`config.mk`:
```
export PLATFORM = sky130hd
export DESIGN_NAME = swmc_ctrl
export DESIGN_NICKNAME = d
export VERILOG_FILES = /design/src/hdl/sliding_window_median_cost_unit_assert.svh /design/src/hdl/swmc_pkg.sv /design/src/hdl/swmc_ctrl.sv
export SDC_FILE = /design/constraint.sdc
export NUM_CORES = 1
export LEC_CHECK = 0
export BUFFER_PORTS_ARGS = -buffer_cell sky130_fd_sc_hd__buf_2
export CAP_MARGIN = 40
export CORE_MARGIN = 3
export CORE_UTILIZATION = 35
export CTS_CLUSTER_DIAMETER = 60
export DETAILED_ROUTE_END_ITERATION = 8
export GPL_TIMING_DRIVEN = 0
export PLACE_DENSITY = 0.59
export SLEW_MARGIN = 20
export SYNTH_ARGS = -nofsm -noshare
export SYNTH_HDL_FRONTEND = slang
export SYNTH_SLANG_ARGS = --single-unit
```
`constraint.sdc`:
```
create_clock -name clock -period 2.58 [get_ports clock]
set_input_delay 0.516 -clock clock [delete_from_list [all_inputs] [get_ports clock]]
set_output_delay 0.516 -clock clock [all_outputs]
set_load 0.005 [all_outputs]
```
`src/hdl/sliding_window_median_cost_unit_assert.svh`:
```
// Assertion macros used by the datapath RTL of the sliding window median cost unit.
`ifndef SLIDING_WINDOW_MEDIAN_COST_UNIT_ASSERT_SVH
`define SLIDING_WINDOW_MEDIAN_COST_UNIT_ASSERT_SVH

// Same-cycle implication, disabled during reset.
`define SWMC_ASSERT_NOW(label, clk, rst, ante, cons, msg) \
   label: assert property (@(posedge clk) disable iff (rst) (ante) |-> (cons)) \
      else $error(msg);

// Next-cycle implication, disabled during reset.
`define SWMC_ASSERT_NEXT(label, clk, rst, ante, cons, msg) \
   label: assert property (@(posedge clk) disable iff (rst) (ante) |=> (cons)) \
      else $error(msg);

`endif

```
`src/hdl/swmc_pkg.sv`:
```
package swmc_pkg;

   // Field widths of the ports.
   localparam int unsigned SAMPLE_W       = 30;
   localparam int unsigned COST_W         = 40;
   localparam int unsigned WSIZE_W        = 11;
   localparam int unsigned WINDOW_MAX_DEF = 1024;

   // Datapath operations issued by the controller, one per cycle.
   typedef enum logic [3:0] {
      OP_NONE,
      OP_LOAD,
      OP_OLD_RD,
      OP_OLD_CAP,
      OP_DL_RD,
      OP_DL_CMP,
      OP_DL_END,
      OP_IS_INIT,
      OP_IS_RD,
      OP_IS_CMP,
      OP_IS_END,
      OP_SM_INIT,
      OP_SM_RD,
      OP_SM_ACC,
      OP_MUL,
      OP_COST_EMIT
   } dp_op_type;

   typedef struct packed {
      dp_op_type op;
      logic      emit;
   } dp_cmd_type;

   typedef struct packed {
      logic at_fill;
      logic need_drop;
      logic full;
      logic rsp_free;
   } dp_stat_type;

endpackage

```
`src/hdl/swmc_ctrl.sv`:
```
module swmc_ctrl (
   input  logic                  clock,
   input  logic                  reset,
   input  logic                  req_valid,
   output logic                  req_ready,
   input  swmc_pkg::dp_stat_type stat,
   output swmc_pkg::dp_cmd_type  cmd
);
   import swmc_pkg::*;

   typedef enum logic [3:0] {
      ST_IDLE,
      ST_CHK,
      ST_OLD_CAP,
      ST_DL_RD,
      ST_DL_CMP,
      ST_IS_RD,
      ST_IS_CMP,
      ST_SM_INIT,
      ST_SM_RD,
      ST_SM_ACC,
      ST_COST,
      ST_EMIT
   } state_type;

   state_type state_ff, state_in;

   // Sequencing of drop, insert, sum and result phases.
   always_comb begin
      state_in = state_ff;
      cmd.op   = OP_NONE;
      cmd.emit = 1'b0;
      unique case (state_ff)
         ST_IDLE: begin
            if (req_valid) begin
               cmd.op   = OP_LOAD;
               state_in = ST_CHK;
            end
         end
         ST_CHK: begin
            if (stat.need_drop) begin
               cmd.op   = OP_OLD_RD;
               state_in = ST_OLD_CAP;
            end else begin
               cmd.op   = OP_IS_INIT;
               state_in = ST_IS_RD;
            end
         end
         ST_OLD_CAP: begin
            cmd.op   = OP_OLD_CAP;
            state_in = ST_DL_RD;
         end
         ST_DL_RD: begin
            if (stat.at_fill) begin
               cmd.op   = OP_DL_END;
               state_in = ST_CHK;
            end else begin
               cmd.op   = OP_DL_RD;
               state_in = ST_DL_CMP;
            end
         end
         ST_DL_CMP: begin
            cmd.op   = OP_DL_CMP;
            state_in = ST_DL_RD;
         end
         ST_IS_RD: begin
            if (stat.at_fill) begin
               cmd.op   = OP_IS_END;
               state_in = ST_SM_INIT;
            end else begin
               cmd.op   = OP_IS_RD;
               state_in = ST_IS_CMP;
            end
         end
         ST_IS_CMP: begin
            cmd.op   = OP_IS_CMP;
            state_in = ST_IS_RD;
         end
         ST_SM_INIT: begin
            cmd.op   = OP_SM_INIT;
            state_in = ST_SM_RD;
         end
         ST_SM_RD: begin
            if (stat.at_fill) begin
               cmd.op   = OP_MUL;
               state_in = ST_COST;
            end else begin
               cmd.op   = OP_SM_RD;
               state_in = ST_SM_ACC;
            end
         end
         ST_SM_ACC: begin
            cmd.op   = OP_SM_ACC;
            state_in = ST_SM_RD;
         end
         ST_COST: begin
            state_in = stat.full ? ST_EMIT : ST_IDLE;
         end
         ST_EMIT: begin
            if (stat.rsp_free) begin
               cmd.op   = OP_COST_EMIT;
               cmd.emit = 1'b1;
               state_in = ST_IDLE;
            end
         end
         default: begin
            state_in = ST_IDLE;
         end
      endcase
   end

   always_ff @(posedge clock) begin
      if (reset) begin
         state_ff <= ST_IDLE;
      end else begin
         state_ff <= state_in;
      end
   end

   assign req_ready = (state_ff == ST_IDLE);

endmodule

```
==> summary.txt <==
Clock tree
  – Setup Buffers After CTS: 0
  – Worst-Skew Late Latency: 0.23 ns
  – Hold_buf cts: 0
  – Sinks on Clock Net: 4
  – CTS Buffer Depth: 2
  – H-tree levels: 1
  – CTS tree: built
  – Reg clk slew, reported paths: 0.04 ns
  – Post-CTS sizing: 0
  – Root Driver: clkbuf_4
  – CTS Buf Count: 3

STA
  – Slew @ Worst Pin: 0.270 ns
  – Setup-failing EPs final: 0
  – Worst Clk Skew: 0.00255 ns
  – RSZ-0062 raised after global routing: no
  – Crit path time final: 1.97 ns
  – Final worst setup slack: 0.608 ns
  – Fmax: 0.507 GHz
  – Fin crit share: 0.764
  – Rel. slew slack: 0.820
  – Final Hold Fails: 0
  – TNS Setup: 0 ns
  – Max-slew violations: 0

Cells and area
  – Largest reg by FF count: state_ff
  – Max FFs per register: 4
  – Antenna cells: 0
  – Seq. cell area: 80.1 µm²
  – # fillers: 126
  – Area Overhead vs Synth: 20.1%
  – Share of cells above drive strength 1: 0.281
  – Multi-input combinational cell area: 330 µm²
  – Biggest regs: state_ff (4)
  – Final #Nets: 98

Yosys
  – Mux contribution to synthesized area: 0
  – Simple-gate share of the synthesized area: 0.254
  – Post-Synth XOR/XNOR Area: 0
  – Mapped cell area: 498 µm²
  – Synth Area in Adders: 0
  – Mean Syn Cell Area: 6.73 µm²
  – Largest family of logic cells by synthesized area: compound AO/OA/AOI/OAI gates
  – Compound-Gate Fraction of Synth Area: 0.410
  – Synth warnings: 0
  – Synth unique cells: 29
  – Post-Syn Nets: 81
  – Predominant post-synthesis flop cell: dfxtp_1
  – Sequential area share after synthesis: 0.161
  – Post-Syn Instances: 74
  – FFs w/ async S/R, synth: 0
  – Number of synthesized flops with an enable pin: 0
  – Synth Register Bits: 4

Global routing
  – GRT Resource Usage Total: 0.151
  – GRT overflow: 0
  – Initial antenna violation count: 0
  – Global-route wire length before repair: 2210 µm
  – Number of global-route vias before repair: 514
  – Largest net degree at the start of global routing: 11

Die
  – Starting Density: 0.409
  – I/O pin count: 13
  – Die H: 43.7 µm
  – Die ar.: 1910 µm²
  – Core outline area: 1220 µm²
  – Number of cell rows: 12
  – Die width: 43.7 µm

Min path
  – HP Class: in2reg

Critical path
  – CP startpoint kind: register
  – Critical Path AT: 1.46 ns
  – Crit path cell chain: buf_4, buf_6, nor3_1, a21oi_1, o22ai_1, a21oi_1, buf_2
  – Most frequent CP cell: a21oi_1
  – Data required, critical path: 2.06 ns
  – Max FO, Critical Path: 10
  – Crit path largest cell delay: 0.29 ns
  – CP Class: reg2out
  – Worst Setup End Kind: primary output
  – Slowest library cell on the worst path: dfxtp_1

Drt
  – Vias per cell: 5.92
  – Number of DRC markers in iteration 0: 15
  – Residual DRC: 0
  – Post-route ant nets: 0
  – First-pass iteration count of the detailed router: 4
  – Vias post-DR: 610
  – Post-Route WL: 1350 µm
  – Routed WL per cell: 13.1 µm

Power and ir drop
  – Pwr dens: 604 nW/µm²
  – Leakage power: 0.250 nW
  – Worst vdd ir: 0.428 mV

Placement
  – Place WS: 0.863 ns
  – Final RePlAce weighted congestion: 0.793
  – HPWL after DPL: 993 µm
  – Port bufs: 12

Flow run
  – MaxCap Viol Count: 0

Status
  – Outcome: completed
cell families after synthesis:
group,after synthesis
buf+inv,14
flops,4
simple gates,24
compound gates,32
Yosys cell counts (all sizes together) (2+ instances only):
| master | count | area share |
|---|---|---|
| nand2 | 5 | 0.038 |
| nand2b | 4 | 0.050 |
| nor2 | 6 | 0.045 |
| a21oi | 10 | 0.10 |
| o21ai | 6 | 0.060 |
| o22ai | 3 | 0.038 |
| buf | 9 | 0.14 |
| a211oi | 2 | 0.030 |
| a21boi | 2 | 0.030 |
| inv | 5 | 0.038 |
| dfxtp | 4 | 0.16 |
| nor3 | 3 | 0.030 |
| nand3b | 2 | 0.030 |
cell usage in the layout, fill, tap and decap left out:
master    count
o21ai_1       1
and4_1        1
o221a_2       1
nand3b_1      2
a31oi_1       1
a21oi_1      10
nand2_1       5
o21a_1        1
a21boi_0      2
nand2b_1      4
a32oi_1       1
o21bai_1      1
nor3_1        3
a211oi_1      2
or3b_1        1
nor2_1        6
o22ai_1       3
nand4_1       1
o32ai_1       1
a221oi_1      1
buf_4         2
clkbuf_4      3
o21ai_0       5
buf_2        16
dfxtp_1       4
o221ai_1      1
buf_6         3
inv_1         5
nor4_1        1
a22oi_1       1
critical path, delay by kind of cell (launching register included):
kind,cells,cell delay (ns)
flip-flops,1,0.29
AND/OR/NAND/NOR,1,0.24
AO/OA/AOI/OAI,3,0.28
buffers and inverters,3,0.42
cell type report:
type | count | area share
buffer | 9 | 0.115
sequential | 4 | 0.134
clock buffer | 3 | 0.0377
tap | 14 | 0.0293
inverter | 5 | 0.0314
multi-input combinational | 56 | 0.552
timing repair buffer | 12 | 0.100
per-stage QoR:
step                hold slack [ns]  cell area [µm²]  cells  power, mW  utilization
floorplan                     0.588              498     74      0.230            -
global placement              0.753              576    100      0.285        0.473
detailed placement            0.759              576    100      0.287        0.473
CTS                           0.510              598    103      0.366        0.492
global route                  0.519              598    103      0.401        0.492
finish                        0.514              598    103      0.361        0.492
power breakdown:
| group | internal, mW | switching, mW |
|---|---|---|
| registers | 0.0711 | 0.00254 |
| logic | 0.0978 | 0.115 |
| clock network | 0.0518 | 0.0224 |
final timing paths:
check	slack, ns	depth (start not counted)	startpoint	to
worst min register to register	0.77	5	state_ff[0]	state_ff[0]
worst max register to register	1.35	5	state_ff[0]	state_ff[0]
worst max-delay path	0.61	7	state_ff[0]	cmd[1]
worst min-delay path	0.51	2	reset	state_ff[3]
per-layer routing:
layer	up-vias	track usage	routed length [µm]
met3	2	0.0664	88
li1	302	-	-
met1	287	0.202	629
met4	0	0.0181	17
met5	-	0	0
met2	19	0.230	615
Note: power is estimated with default switching activity, not from simulation.
